==> src/hdl/wsfd_pkg.sv <==
`timescale 1ns / 1ps
// ----------------------------------------------------------------------------
// WebSocket deframer package
// Types, codes and helper functions shared by the deframer modules.
// ----------------------------------------------------------------------------
package wsfd_pkg;

   typedef enum logic [2:0] {
      PH_HDR1   = 3'd0,
      PH_HDR2   = 3'd1,
      PH_EXTLEN = 3'd2,
      PH_MASK   = 3'd3,
      PH_DATA   = 3'd4
   } wsfd_phase_type;

   typedef enum logic [1:0] {
      ACT_NONE    = 2'd0,
      ACT_DELIVER = 2'd1,
      ACT_PONG    = 2'd2,
      ACT_CLOSE   = 2'd3
   } wsfd_action_type;

   localparam logic [3:0] OP_CONT  = 4'h0;
   localparam logic [3:0] OP_TEXT  = 4'h1;
   localparam logic [3:0] OP_CLOSE = 4'h8;
   localparam logic [3:0] OP_PING  = 4'h9;

   localparam logic [6:0] LEN_CODE_16 = 7'd126;
   localparam logic [6:0] LEN_CODE_64 = 7'd127;

   localparam logic [3:0] EXT16_BYTES = 4'd2;
   localparam logic [3:0] EXT64_BYTES = 4'd8;
   localparam logic [3:0] MASK_BYTES  = 4'd4;

   typedef struct packed {
      logic            has_data;
      logic [7:0]      data_byte;
      logic [3:0]      frame_opcode;
      logic            frame_fin;
      logic            frame_end;
      wsfd_action_type action;
      logic            link_closed;
   } wsfd_result_type;

   function automatic wsfd_action_type frame_action(input logic [3:0] opcode,
                                                    input logic       fin);
      wsfd_action_type act;
      act = ACT_NONE;
      priority if ((opcode == OP_TEXT || opcode == OP_CONT) && fin) begin
         act = ACT_DELIVER;
      end else if (opcode == OP_PING) begin
         act = ACT_PONG;
      end else if (opcode == OP_CLOSE) begin
         act = ACT_CLOSE;
      end else begin
         act = ACT_NONE;
      end
      return act;
   endfunction

endpackage

==> src/hdl/wsfd_parser.sv <==
`timescale 1ns / 1ps
// ----------------------------------------------------------------------------
// WebSocket deframer parse stage
// Holds the frame state and turns one stream word into at most one result.
// ----------------------------------------------------------------------------
module wsfd_parser #(
   parameter int LEN_WIDTH = 64
) (
   input  logic                      clock,
   input  logic                      reset,
   input  logic                      go,
   input  logic [7:0]                rx_byte,
   output logic                      res_valid,
   output wsfd_pkg::wsfd_result_type res
);

   wsfd_pkg::wsfd_phase_type phase_ff, phase_in;
   logic [3:0]               cnt_ff, cnt_in;
   logic [3:0]               opcode_ff, opcode_in;
   logic                     fin_ff, fin_in;
   logic                     masked_ff, masked_in;
   logic [LEN_WIDTH-1:0]     len_ff, len_in;
   logic [31:0]              key_ff, key_in;
   logic [1:0]               idx_ff, idx_in;
   logic                     closed_ff, closed_in;

   logic [6:0]               code;
   logic [LEN_WIDTH-1:0]     code_len;
   logic [3:0]               cnt_dec;
   logic [LEN_WIDTH-1:0]     len_shift;
   logic [7:0]               key_byte;
   logic                     last_data;
   logic                     marker;
   logic                     frame_done;
   wsfd_pkg::wsfd_action_type act;

   assign code      = rx_byte[6:0];
   assign code_len  = {{(LEN_WIDTH-7){1'b0}}, code};
   assign cnt_dec   = (cnt_ff != 4'd0) ? cnt_ff - 4'd1 : 4'd0;
   assign len_shift = {len_ff[LEN_WIDTH-9:0], rx_byte};
   // In the payload, len_ff counts the bytes still to come.
   assign last_data = (len_ff[LEN_WIDTH-1:1] == '0);
   assign act       = wsfd_pkg::frame_action(opcode_ff, fin_ff);

   // Mask key bytes are used most significant first.
   always_comb begin
      unique case (idx_ff)
         2'd0:    key_byte = key_ff[31:24];
         2'd1:    key_byte = key_ff[23:16];
         2'd2:    key_byte = key_ff[15:8];
         default: key_byte = key_ff[7:0];
      endcase
   end

   // Empty frame: the word that completes the header also ends the frame.
   always_comb begin
      marker = 1'b0;
      unique case (phase_ff)
         wsfd_pkg::PH_HDR2:
            marker = (code != wsfd_pkg::LEN_CODE_16) && (code != wsfd_pkg::LEN_CODE_64)
                     && !rx_byte[7] && (code == 7'd0);
         wsfd_pkg::PH_EXTLEN:
            marker = (cnt_dec == 4'd0) && !masked_ff && (len_shift == '0);
         wsfd_pkg::PH_MASK:
            marker = (cnt_dec == 4'd0) && (len_ff == '0);
         default:
            marker = 1'b0;
      endcase
   end

   // Output logic.
   always_comb begin
      frame_done       = 1'b0;
      res_valid        = 1'b0;
      res.has_data     = 1'b0;
      res.data_byte    = 8'd0;
      res.frame_opcode = opcode_ff;
      res.frame_fin    = fin_ff;
      res.frame_end    = 1'b0;
      res.action       = wsfd_pkg::ACT_NONE;
      res.link_closed  = closed_ff;
      if (go) begin
         if (phase_ff == wsfd_pkg::PH_DATA) begin
            res_valid     = 1'b1;
            res.has_data  = 1'b1;
            res.data_byte = rx_byte ^ key_byte;
            frame_done    = last_data;
         end else if (marker) begin
            res_valid  = 1'b1;
            frame_done = 1'b1;
         end
      end
      if (frame_done) begin
         res.frame_end   = 1'b1;
         res.action      = act;
         res.link_closed = closed_ff | (act == wsfd_pkg::ACT_CLOSE);
      end
   end

   // Next-state logic.
   always_comb begin
      phase_in  = phase_ff;
      cnt_in    = cnt_ff;
      opcode_in = opcode_ff;
      fin_in    = fin_ff;
      masked_in = masked_ff;
      len_in    = len_ff;
      key_in    = key_ff;
      idx_in    = idx_ff;
      closed_in = res.link_closed;
      if (go) begin
         unique case (phase_ff)
            wsfd_pkg::PH_HDR2: begin
               masked_in = rx_byte[7];
               len_in    = '0;
               priority if (code == wsfd_pkg::LEN_CODE_16) begin
                  phase_in = wsfd_pkg::PH_EXTLEN;
                  cnt_in   = wsfd_pkg::EXT16_BYTES;
               end else if (code == wsfd_pkg::LEN_CODE_64) begin
                  phase_in = wsfd_pkg::PH_EXTLEN;
                  cnt_in   = wsfd_pkg::EXT64_BYTES;
               end else if (rx_byte[7]) begin
                  len_in   = code_len;
                  phase_in = wsfd_pkg::PH_MASK;
                  cnt_in   = wsfd_pkg::MASK_BYTES;
               end else begin
                  len_in   = code_len;
                  key_in   = '0;
                  idx_in   = 2'd0;
                  phase_in = marker ? wsfd_pkg::PH_HDR1 : wsfd_pkg::PH_DATA;
               end
            end
            wsfd_pkg::PH_EXTLEN: begin
               len_in = len_shift;
               cnt_in = cnt_dec;
               if (cnt_dec == 4'd0) begin
                  if (masked_ff) begin
                     phase_in = wsfd_pkg::PH_MASK;
                     cnt_in   = wsfd_pkg::MASK_BYTES;
                  end else begin
                     key_in   = '0;
                     idx_in   = 2'd0;
                     phase_in = marker ? wsfd_pkg::PH_HDR1 : wsfd_pkg::PH_DATA;
                  end
               end
            end
            wsfd_pkg::PH_MASK: begin
               key_in = {key_ff[23:0], rx_byte};
               cnt_in = cnt_dec;
               if (cnt_dec == 4'd0) begin
                  idx_in   = 2'd0;
                  phase_in = marker ? wsfd_pkg::PH_HDR1 : wsfd_pkg::PH_DATA;
               end
            end
            wsfd_pkg::PH_DATA: begin
               idx_in = idx_ff + 2'd1;
               len_in = len_ff - {{(LEN_WIDTH-1){1'b0}}, 1'b1};
               if (last_data) begin
                  phase_in = wsfd_pkg::PH_HDR1;
               end
            end
            default: begin
               fin_in    = rx_byte[7];
               opcode_in = rx_byte[3:0];
               phase_in  = wsfd_pkg::PH_HDR2;
            end
         endcase
      end
   end

   always_ff @(posedge clock) begin
      if (reset) begin
         phase_ff  <= wsfd_pkg::PH_HDR1;
         cnt_ff    <= 4'd0;
         opcode_ff <= 4'd0;
         fin_ff    <= 1'b0;
         masked_ff <= 1'b0;
         len_ff    <= '0;
         key_ff    <= '0;
         idx_ff    <= 2'd0;
         closed_ff <= 1'b0;
      end else begin
         phase_ff  <= phase_in;
         cnt_ff    <= cnt_in;
         opcode_ff <= opcode_in;
         fin_ff    <= fin_in;
         masked_ff <= masked_in;
         len_ff    <= len_in;
         key_ff    <= key_in;
         idx_ff    <= idx_in;
         closed_ff <= closed_in;
      end
   end

   a_marker_ends_frame : assert property (@(posedge clock) disable iff (reset)
      res_valid && !res.has_data |-> res.frame_end)
      else $error("empty-frame marker without frame end");

   a_closed_sticky : assert property (@(posedge clock) disable iff (reset)
      closed_ff |=> closed_ff)
      else $error("closed flag cleared after being set");

   a_end_returns_to_header : assert property (@(posedge clock) disable iff (reset)
      res_valid && res.frame_end |=> phase_ff == wsfd_pkg::PH_HDR1)
      else $error("frame ended but parser did not return to header");

endmodule

==> src/hdl/wsfd_out_buf.sv <==
`timescale 1ns / 1ps
// ----------------------------------------------------------------------------
// WebSocket deframer result buffer
// Output register with a skid entry so the parse stage sees a registered full.
// ----------------------------------------------------------------------------
module wsfd_out_buf (
   input  logic                      clock,
   input  logic                      reset,
   input  logic                      push,
   input  wsfd_pkg::wsfd_result_type push_res,
   output logic                      full,
   output logic                      out_valid,
   input  logic                      out_stall,
   output wsfd_pkg::wsfd_result_type out_res
);

   logic                      main_valid_ff, main_valid_in;
   logic                      skid_valid_ff, skid_valid_in;
   wsfd_pkg::wsfd_result_type main_ff, main_in;
   wsfd_pkg::wsfd_result_type skid_ff, skid_in;
   logic                      main_free;

   assign main_free = !main_valid_ff || !out_stall;
   assign full      = skid_valid_ff;
   assign out_valid = main_valid_ff;
   assign out_res   = main_ff;

   always_comb begin
      main_valid_in = main_valid_ff;
      skid_valid_in = skid_valid_ff;
      main_in       = main_ff;
      skid_in       = skid_ff;
      if (main_free) begin
         main_valid_in = skid_valid_ff | push;
         main_in       = skid_valid_ff ? skid_ff : push_res;
         skid_valid_in = 1'b0;
      end else if (push) begin
         skid_valid_in = 1'b1;
         skid_in       = push_res;
      end
   end

   always_ff @(posedge clock) begin
      if (reset) begin
         main_valid_ff <= 1'b0;
         skid_valid_ff <= 1'b0;
      end else begin
         main_valid_ff <= main_valid_in;
         skid_valid_ff <= skid_valid_in;
      end
      main_ff <= main_in;
      skid_ff <= skid_in;
   end

   a_no_push_when_full : assert property (@(posedge clock) disable iff (reset)
      skid_valid_ff |-> !push)
      else $error("result pushed while skid entry occupied");

   a_skid_behind_main : assert property (@(posedge clock) disable iff (reset)
      skid_valid_ff |-> main_valid_ff)
      else $error("skid entry holds a word while output register is empty");

   a_skid_drains_first : assert property (@(posedge clock) disable iff (reset)
      skid_valid_ff && !out_stall |=> main_valid_ff && main_ff == $past(skid_ff))
      else $error("skid word not moved to output register");

endmodule

==> src/hdl/websocket_frame_deframer_top.sv <==
`timescale 1ns / 1ps
// ----------------------------------------------------------------------------
// WebSocket frame deframer
// Parses a received WebSocket byte stream into unmasked payload words.
// ----------------------------------------------------------------------------
// The block takes one stream byte per cycle and keeps that rate with no gaps
// as long as the result side is not stalled. A byte goes through an input
// register, then through the parse logic into a result register. Header, length
// and mask-key bytes give no result; each payload byte gives one, and a frame
// with an empty payload gives one marker result with rsp_has_data low. The
// result register has a skid entry behind it, so the input keeps flowing after
// the result side stalls until the skid entry fills, and req_stall is formed
// from registers only. LEN_WIDTH sets the width of the held payload length
// (16 to 64 bits); longer lengths are kept modulo 2**LEN_WIDTH.
module websocket_frame_deframer_top #(
   parameter int LEN_WIDTH = 64
) (
   input  logic       clock,
   input  logic       reset,
   input  logic       req_valid,
   output logic       req_stall,
   input  logic [7:0] req_rx_byte,
   output logic       rsp_valid,
   input  logic       rsp_stall,
   output logic       rsp_has_data,
   output logic [7:0] rsp_data_byte,
   output logic [3:0] rsp_frame_opcode,
   output logic       rsp_frame_fin,
   output logic       rsp_frame_end,
   output logic [1:0] rsp_action,
   output logic       rsp_link_closed
);

   logic                      in_valid_ff, in_valid_in;
   logic [7:0]                in_byte_ff, in_byte_in;
   logic                      go;
   logic                      buf_full;
   logic                      res_valid;
   wsfd_pkg::wsfd_result_type res;
   wsfd_pkg::wsfd_result_type out_res;
   logic                      req_take;

   assign go        = in_valid_ff && !buf_full;
   assign req_stall = in_valid_ff && buf_full;
   assign req_take  = req_valid && !req_stall;

   always_comb begin
      in_valid_in = in_valid_ff;
      in_byte_in  = in_byte_ff;
      if (req_take) begin
         in_valid_in = 1'b1;
         in_byte_in  = req_rx_byte;
      end else if (go) begin
         in_valid_in = 1'b0;
      end
   end

   always_ff @(posedge clock) begin
      if (reset) begin
         in_valid_ff <= 1'b0;
      end else begin
         in_valid_ff <= in_valid_in;
      end
      in_byte_ff <= in_byte_in;
   end

   wsfd_parser #(
      .LEN_WIDTH (LEN_WIDTH)
   ) u_parser (
      .clock     (clock),
      .reset     (reset),
      .go        (go),
      .rx_byte   (in_byte_ff),
      .res_valid (res_valid),
      .res       (res)
   );

   wsfd_out_buf u_out_buf (
      .clock     (clock),
      .reset     (reset),
      .push      (res_valid),
      .push_res  (res),
      .full      (buf_full),
      .out_valid (rsp_valid),
      .out_stall (rsp_stall),
      .out_res   (out_res)
   );

   assign rsp_has_data     = out_res.has_data;
   assign rsp_data_byte    = out_res.data_byte;
   assign rsp_frame_opcode = out_res.frame_opcode;
   assign rsp_frame_fin    = out_res.frame_fin;
   assign rsp_frame_end    = out_res.frame_end;
   assign rsp_action       = out_res.action;
   assign rsp_link_closed  = out_res.link_closed;

   a_stall_only_when_full : assert property (@(posedge clock) disable iff (reset)
      req_stall |-> in_valid_ff && buf_full)
      else $error("input stalled without a pending word");

   a_word_held_under_stall : assert property (@(posedge clock) disable iff (reset)
      req_stall |=> in_valid_ff && in_byte_ff == $past(in_byte_ff))
      else $error("pending input word lost during stall");

endmodule

==> config.mk <==
export PLATFORM = sky130hd
export DESIGN_NAME = websocket_frame_deframer_top
export DESIGN_NICKNAME = d
export VERILOG_FILES = /design/src/hdl/wsfd_pkg.sv /design/src/hdl/wsfd_parser.sv /design/src/hdl/wsfd_out_buf.sv /design/src/hdl/websocket_frame_deframer_top.sv
export SDC_FILE = /design/constraint.sdc
export NUM_CORES = 1
export LEC_CHECK = 0
export BUFFER_PORTS_ARGS = -buffer_cell sky130_fd_sc_hd__buf_2
export CORE_ASPECT_RATIO = 0.6
export CORE_MARGIN = 1.5
export CORE_UTILIZATION = 45
export DETAILED_ROUTE_END_ITERATION = 12
export GPL_TIMING_DRIVEN = 0
export SYNTH_ARGS = -nofsm -noshare
export SYNTH_HDL_FRONTEND = slang
export SYNTH_HIERARCHICAL = 1
export SYNTH_SLANG_ARGS = --single-unit
==> constraint.sdc <==
create_clock -name clock -period 9.3 [get_ports clock]
set_input_delay 2.79 -clock clock [delete_from_list [all_inputs] [get_ports clock]]
set_output_delay 2.79 -clock clock [all_outputs]
set_load 0.01 [all_outputs]
==> results.cfg, run 1 <==
[outcome]
outcome = completed

[worst_setup_path]
cp.arrival_ns = 4.87
worst-path-buf-inv = 4
cp_max_fo = 10
slowest_delay_ns = 0.63
start_kind = input pin
critical_path_class = input pin to register
cp-end-kind = register
cpMaxStageDelayCell = clkbuf_1
critPathTopFamily = buffers and inverters
cp.depth = 8
required_ns = 9.59
r2r_cells = 7
worstPathCellList = buf_2 > clkbuf_1 > inv_1 > nand2_1 > clkbuf_1 > a21oi_1 > o21ai_0 > o21ai_0

[global_route]
gr-total-overflow = 0
grt_antenna_before_repair = 0
grt_pass1_vias = 7410
grt_max_degree = 21
grt_use_total_pct = 30.3
grt_pass1_wl_mm = 44.8

[cts]
cts_sinks = 159
clock_latency_ns = 0.44
numCtsBuffers = 17
cts_max_level = 4
clkTransAtPathRegs_ns = 0.06
root_buffer = clkbuf_16
post_cts_buffers = 0
ctsLongestPathBuffers = 2
ctsHoldBuffers = 0
ctsResizeCount = 0
cts_tree = built

[cells_and_area]
diodes = 0
nFillCells = 1745
multi_input_area_um2 = 4480
seq_area_um2 = 3620
layout-drive-gt1-share_pct = 10.4
nNetsFinal = 1058
fin_cells = 1292
area_growth_pct = 12.4

[hold_path]
hold_path_depth = 2
hold_class = register to register

[die]
rows = 38
die_h_um = 109
dieArea_um2 = 19700
ioPinCount = 32
initial_core_util_pct = 46.4
die_w_um = 180
core_area_um2 = 18300

[power]
vdd_drop_max_uv = 129
p_total_w = 0.00167
p_leak_nw = 3.44
p_per_area_nw_per_um2 = 175

[synth]
synth_nets = 1008
async_flop_share_pct = 0
yosys.area.top_type = dfxtp_1
synth_top_area_share_pct = 27.2
yosys-top-cells-area = dfxtp_1, edfxtp_1, a21oi_1
synthCells = 989
yosysMostFrequentCell = dfxtp_1
ys_warn_count = 6
ys_top_cells_by_count = dfxtp_1, nand2_1, nor2_1
yosysSeqAreaShare_pct = 42.7
synth_edf_count = 44
syn_area_um2 = 8480
ys_ff_latch = 159
synth_ff_type = dfxtp_1
yosysUniqueCellTypes = 78
syn_area_per_cell_um2 = 8.57

[timing]
setup_violations = 0
relSlewSlack_pct = 2.17
setup_ws_ns = 4.72
max_freq_mhz = 218
period_share_pct = 49.2
timing.hold.ws_ns = 0.454
setup-tns-final_ns = 0
period_needed_ns = 4.58
skew_ns = 0.00897
rsz0062_at_grt = false
hold_viol_final = 0
maxSlewViolCount = 0
worst_pin_slew_ns = 1.46

[detailed_routing]
firstDrtPassIters = 8
vias = 8513
antenna_left = 0
vias_per_cell = 6.59
drt-wirelength-per-cell_um = 22.8
drc = 0
finalWirelength_mm = 29.5
drtIter0Drc = 1436

[placed_design]
gp_congestion = 0.994
place_ws_ns = 4.43
placed_cells = 1260
io_buffers = 31
dp_hpwl_mm = 21.2

[flow_run]
maxCapViolCount = 0
state kept, by name (all words and copies together) (netlist names):
name	flops
u_parser/opcode_ff	4
in_byte_ff	8
u_out_buf/skid_ff	18
u_parser/len_ff	64
in_valid_ff	1
u_parser/idx_ff	2
u_parser/fin_ff	1
u_parser/closed_ff	1
u_parser/masked_ff	1
u_parser/key_ff	32
u_parser/phase_ff	3
u_out_buf/out_valid	1
u_out_buf/out_res	18
u_parser/cnt_ff	4
u_out_buf/full	1
cell families (layout without fill, tap and decap cells):
family / Yosys count / after routing / synth area share [%]
flip-flops: 159 / 159 / 42.7
multiplexers: 35 / 35 / 4.80
AND/OR/NAND/NOR: 401 / 401 / 24.2
buffers and inverters: 92 / 155 / 4.49
AO/OA/AOI/OAI: 283 / 283 / 21.5
adder cells (fa/ha/maj): 7 / 7 / 1.03
XOR/XNOR: 12 / 12 / 1.24
through the flow:
stage,cell area [um2],util [%]
after floorplan,8480,-
after global placement,8930,48.9
after detailed placement,8930,48.9
after CTS,9530,52.2
after global routing,9530,52.2
final,9530,52.2
path summary, 6_finish.rpt:
| path | startpoint | to | slack (ns) |
|---|---|---|---|
| min | u_parser/key_ff[24] | u_parser/key_ff[24] | 0.45 |
| max reg2reg | u_parser/phase_ff[1] | u_out_buf/skid_ff[8] | 4.98 |
| min reg2reg | u_parser/key_ff[24] | u_parser/key_ff[24] | 0.45 |
| max | reset | u_parser/len_ff[42] | 4.72 |
cells in the final DEF (no fill, tap or decap), types with 7 or more instances in the layout:
cell type	instances
nand3_1	46
a31oi_1	9
mux2i_1	17
a211oi_1	9
nand2_1	98
or3_1	13
xnor2_1	10
ha_1	7
and3_1	14
o22ai_1	11
clkbuf_16	17
nor3_1	34
nor2_1	95
mux2_2	9
inv_1	16
o21ai_0	64
a32oi_1	14
nor4_1	32
edfxtp_1	44
dfxtp_1	115
mux2_4	9
nand4_1	12
and2_1	7
nand2b_1	7
a22oi_1	17
clkbuf_1	66
buf_2	34
a222oi_1	8
or4_1	7
a21oi_1	92
where the power goes:
part	switching, W	internal, W	leakage, nW	total [W]
Sequential	0.0000133	0.000719	1.42	0.000733
Combinational	0.000160	0.0000624	1.74	0.000222
Clock	0.000303	0.000411	0.284	0.000714
worst min-delay path: cells and delay by family (launching register included):
family          cells  cell delay [ns]
simple gates        1             0.05
compound gates      1             0.05
flops               1             0.31
layout make-up:
class	count	share of cell area (%)
Timing Repair Buffer	31	1.63
Sequential cell	159	38.0
Tap cell	240	3.15
Buffer	76	3.36
Clock inverter	12	1.42
Clock buffer	20	4.79
Multi-Input combinational cell	738	47.0
Inverter	16	0.630
per-layer routing:
metal  vias to the layer above  share of wire [%]  global-route usage, %
li1                       3815                  -                      -
met1                      4002                 49                   47.1
met2                       638                 35                   36.2
met3                        58                 15                   12.3
met4                         0                1.6                   9.00
met5                         -                  0                      0
Note: power is estimated with default switching activity, not from simulation.
==> inputs of run 2 (changes only) <==
Settings changed: ABC_AREA from default to 1.
Clock period 9.3 ns to 4.5 ns, I/O delays scaled along.
==> results.cfg, run 2 <==
[worst_setup_path]
slowest_delay_ns = 0.83
timing.rr.end = u_out_buf/skid_ff[6]
cp_max_fo = 18
start_kind = register
r2r_cells = 12
worstPathCellList = inv_1 > nor3_1 > nand3_1 > nand2_1 > nand2_1 > inv_1 > nand2_1 > nand3_1 > nand2_1 > inv_1 > inv_1 > nor2_2
cp.arrival_ns = 3.61
worst-path-buf-inv = 4
required_ns = 4.56
critPathTopFamily = simple AND/OR/NAND/NOR gates
worstSetupStartpoint = u_parser/phase_ff[0]
critical_path_class = register to register
ff2ff_setup_slack_ns = 0.96
r2r-start = u_parser/phase_ff[0]
cp-end-kind = register
cpMaxStageDelayCell = nor3_1

[cts]
clkTransAtPathRegs_ns = 0.07
clock_latency_ns = 0.44
post_cts_buffers = 0
cts_tree = built
ctsLongestPathBuffers = 2
root_buffer = clkbuf_16
cts_max_level = 4
ctsHoldBuffers = 0
ctsResizeCount = 0
numCtsBuffers = 17
cts_sinks = 159

[placed_design]
dp_hpwl_mm = 23.3
place_ws_ns = 0.948
placed_cells = 1677
io_buffers = 31
gp_congestion = 0.962

[synth]
yosys-top-cells-area = dfxtp_1, edfxtp_1, nand2_1
async_flop_share_pct = 0
ys_warn_count = 6
yosysUniqueCellTypes = 44
synth_top_area_share_pct = 25.2
synth_edf_count = 44
yosys.area.top_type = dfxtp_1
synthCells = 1373
synth_ff_type = dfxtp_1
ys_ff_latch = 159
ys_top_cells_by_count = nand2_1, nor2_1, a21oi_1
syn_area_um2 = 9130
synth_nets = 1392
yosysMostFrequentCell = nand2_1
syn_area_per_cell_um2 = 6.65
yosysSeqAreaShare_pct = 39.7

[power]
p_leak_nw = 4.54
p_total_w = 0.00408
vdd_drop_max_uv = 278
p_per_area_nw_per_um2 = 399

[cells_and_area]
final_common_cell = nand2_1
largest_reg_flops = 64
final_cell_mix = nand2_1, nor2_1, a21oi_1
regMostFlops = u_parser/len_ff
diodes = 0
fin_cells = 1709
layout-drive-gt1-share_pct = 7.10
nNetsFinal = 1442
top_regs = u_parser/len_ff (64), u_parser/key_ff (32)
area_growth_pct = 12.1

[timing]
max_freq_mhz = 282
setup_ws_ns = 0.958
setup_violations = 0
rsz0062_at_grt = false
setup-tns-final_ns = 0
hold_viol_final = 0
timing.hold.ws_ns = 0.460
relSlewSlack_pct = 31.3
period_share_pct = 78.7
period_needed_ns = 3.54
maxSlewViolCount = 0
worst_pin_slew_ns = 1.02
skew_ns = 0.00913

[detailed_routing]
finalWirelength_mm = 30.7
drc = 0
drt-wirelength-per-cell_um = 18.0
vias = 9433
vias_per_cell = 5.52
firstDrtPassIters = 5
antenna_left = 0
drtIter0Drc = 1187

[hold_path]
holdPathEnd = u_parser/closed_ff
min_from = u_parser/closed_ff
hold_path_depth = 2
hold_class = register to register

[flow_run]
maxCapViolCount = 0

[global_route]
grt_antenna_before_repair = 0
grt_use_total_pct = 29.6
grt_max_degree = 20
gr-total-overflow = 0
grt_pass1_vias = 8195
grt_pass1_wl_mm = 47.6

[die]
rows = 40
dieArea_um2 = 21200
core_area_um2 = 19900
ioPinCount = 32
initial_core_util_pct = 45.8
die_h_um = 113
die_w_um = 187

[outcome]
outcome = completed
[run 2: cell types whose count changed in the layout (fill, tap and decap cells not counted), sizes merged, moves of 30 or more]
cell   change
a21oi     +56
nand2    +217
o21ai     +49
nand3     +30
nor2     +160
inv      +120
[run 2: per-layer routing]
| metal | track usage (%) | routed length, um |
|---|---|---|
| met3 | 9.65 | 3980 |
| met4 | 7.63 | 352 |
| met2 | 35.0 | 10700 |
| met1 | 48.4 | 15600 |
| met5 | 0 | 0 |
[run 2: power breakdown]
part | leakage, nW | internal [W] | switching [W]
registers | 1.42 | 0.00152 | 0.0000643
logic | 2.83 | 0.000254 | 0.000706
clock network | 0.290 | 0.000912 | 0.000626
total | 4.54 | 0.00268 | 0.00140
[run 2: per-stage QoR]
step | util (%) | instance area [um2]
after floorplan | - | 9130
after global placement | 48.3 | 9630
after detailed placement | 48.3 | 9630
after CTS | 51.4 | 10200
after global routing | 51.4 | 10200
final | 51.4 | 10200
[run 2: final cells by class]
type / count / area (um2)
Tap cell: 273 / 342
Clock inverter: 11 / 139
Buffer: 59 / 317
Sequential cell: 159 / 3620
Clock buffer: 21 / 470
Timing Repair Buffer: 31 / 155
Inverter: 140 / 526
Fill cell: 2102 / 9680
Multi-Input combinational cell: 1015 / 4670
[run 2: logic make-up after synthesis]
group / share of synthesized area, %
DFF: 39.7
adders and majority gates: 0.959
and+or+nand+nor: 31.5
xor gates and xnor gates: 0.288
buffers and inverters: 9.22
AOI/OAI and AO/OA: 18.3
[run 2: worst max-delay path by stage]
stage | endpoint | slack, ns | cells past startpoint
CTS | u_out_buf/skid_ff[17] | 0.93 | 12
global route | u_out_buf/skid_ff[6] | 0.66 | 12
detailed placement | u_out_buf/skid_ff[15] | 0.95 | 12
finish | u_out_buf/skid_ff[6] | 0.96 | 12
global placement | u_out_buf/skid_ff[15] | 0.59 | 12
floorplan | u_out_buf/skid_ff[0] | 1.50 | 2
[run 2: worst reg2reg max path: stages (launching register included)]
cell	delay (ns)
dfxtp_1	0.47
inv_1	0.10
nor3_1	0.83
nand3_1	0.31
nand2_1	0.12
nand2_1	0.05
inv_1	0.06
nand2_1	0.10
nand3_1	0.17
nand2_1	0.07
inv_1	0.10
inv_1	0.05
nor2_2	0.72
==> inputs of run 3 (changes only) <==
Clock period 4.5 ns to 3.5 ns, I/O delays scaled along.
==> results.cfg, run 3 (synthesized netlist as in run 2, its figures left out) <==
[placed_design]
dp_hpwl_mm = 23.3
place_ws_ns = -0.0522
gp_congestion = 0.962
io_buffers = 31
placed_cells = 1677

[global_route]
gr-total-overflow = 0
grt_pass1_vias = 8195
met1_usage_pct = 48.4
grt_antenna_before_repair = 0
grt_pass1_wl_mm = 47.6
grt_use_total_pct = 29.6
use_met3_pct = 9.65
grt_util_met2_pct = 35.0
grt_max_degree = 20
busiest_layer = met1

[die]
die_h_um = 113
dieArea_um2 = 21200
ioPinCount = 32
rows = 40
die_w_um = 187
core_area_um2 = 19900
initial_core_util_pct = 45.8

[detailed_routing]
antenna_left = 0
drt-wirelength-per-cell_um = 18.0
drtIter0Drc = 1191
finalWirelength_mm = 30.7
firstDrtPassIters = 5
vias = 9465
drc = 0
vias_per_cell = 5.54

[worst_setup_path]
worstPathCellList = inv_1 > nor3_2 > nand3_1 > nand2_1 > nand2_1 > inv_1 > nand2_1 > nand3_1 > nand2_1 > inv_1 > inv_1 > nor2_2
cpMaxStageDelayCell = nor2_2
cp_max_fo = 18
critical_path_class = register to register
slowest_delay_ns = 0.72
required_ns = 3.56
worstSetupStartpoint = u_parser/phase_ff[0]
start_kind = register
r2r-start = u_parser/phase_ff[0]
cp-end-kind = register
cp.arrival_ns = 3.30

[timing]
rsz0062_at_grt = false
skew_ns = 0.00879
relSlewSlack_pct = 33.6
hold_viol_final = 0
period_share_pct = 92.4
setup_ws_ns = 0.264
worst_pin_slew_ns = 0.989
max_freq_mhz = 309
period_needed_ns = 3.24
maxSlewViolCount = 0
setup_violations = 0

[cts]
cts_sinks = 159
cts_tree = built
ctsLongestPathBuffers = 2
cts_max_level = 4
numCtsBuffers = 17
clkTransAtPathRegs_ns = 0.07
clock_latency_ns = 0.44
ctsHoldBuffers = 0
post_cts_buffers = 0
root_buffer = clkbuf_16

[hold_path]
min_from = u_parser/closed_ff
hold_class = register to register

[cells_and_area]
fin_cells = 1709
layout-drive-gt1-share_pct = 7.17
final_cell_mix = nand2_1, nor2_1, a21oi_1
regMostFlops = u_parser/len_ff
final_common_cell = nand2_1
nNetsFinal = 1442
largest_reg_flops = 64
area_growth_pct = 12.2
nFillCells = 2103
diodes = 0
top_regs = u_parser/len_ff (64), u_parser/key_ff (32)

[power]
comb_power_share_pct = 23.5
p_sw_w = 0.00180
swShare_pct = 34.3
vdd_drop_max_uv = 358
power.share.clock_pct = 37.8
intPower_w = 0.00345
seqPwrFrac_pct = 38.7
p_per_area_nw_per_um2 = 513
p_leak_nw = 4.54

[flow_run]
maxCapViolCount = 0

[outcome]
outcome = completed
==> run 3: cell counts in the layout (fill, tap and decap cells not counted) <==
Identical to the previous run, type by type.
==> run 3: per-layer routing <==
metal	vias to the layer above	routed length, um
met2	460	10700
met3	39	3860
met4	0	406
met5	-	0
li1	4626	-
met1	4340	15800
==> run 3: power by group through the flow <==
stage          Sequential [W]  Clock [W]  Combinational [W]
2_1_floorplan         0.00204          0           0.000791
3_3_place_gp          0.00207          0            0.00115
3_5_place_dp          0.00207          0            0.00116
4_1_cts               0.00203    0.00200            0.00117
5_1_grt               0.00204    0.00208            0.00135
6_report              0.00203    0.00198            0.00123
==> run 3: critical path, delay by kind of cell, from the launching register on <==
kind / cells / cell delay [ns]
and+or+nand+nor: 8 / 2.04
buffers and inverters: 4 / 0.33
DFF: 1 / 0.47
==> run 3: path summary, 6_finish.rpt <==
kind                          end  slack (ns)  depth (start not counted)
max          u_out_buf/skid_ff[6]        0.26                         12
max reg2reg  u_out_buf/skid_ff[6]        0.26                         12
min            u_parser/closed_ff        0.46                          2
min reg2reg    u_parser/closed_ff        0.46                          2
==> run 3: area by class of cell <==
cell class / count / area, um2 / area share [%]
multi-input cells: 1015 / 4670 / 45.6
flip-flops and latches: 159 / 3620 / 35.4
inverters: 140 / 526 / 5.13
clock buffers: 21 / 470 / 4.59
well taps: 273 / 342 / 3.33
plain buffers: 59 / 317 / 3.09
repair buffers: 31 / 155 / 1.51
clock inverters: 11 / 139 / 1.36
==> run 3: what timing repair did <==
item / 4_1_cts / 5_1_grt
hold endpoints to repair: 0 / 0
setup endpoints to repair: 18 / 0
resized for setup: 1 / 0
==> run 3: per-stage QoR <==
| step | area (um2) | hold WS [ns] | utilization, % | power, W | TNS [ns] |
|---|---|---|---|---|---|
| floorplan | 9130 | 0.436 | - | 0.00283 | 0 |
| global placement | 9630 | 0.445 | 48.3 | 0.00322 | -7.36 |
| detailed placement | 9630 | 0.453 | 48.3 | 0.00323 | -0.924 |
| CTS | 10200 | 0.462 | 51.4 | 0.00520 | 0 |
| global route | 10200 | 0.487 | 51.4 | 0.00547 | 0 |
| finish | 10200 | 0.459 | 51.4 | 0.00525 | 0 |
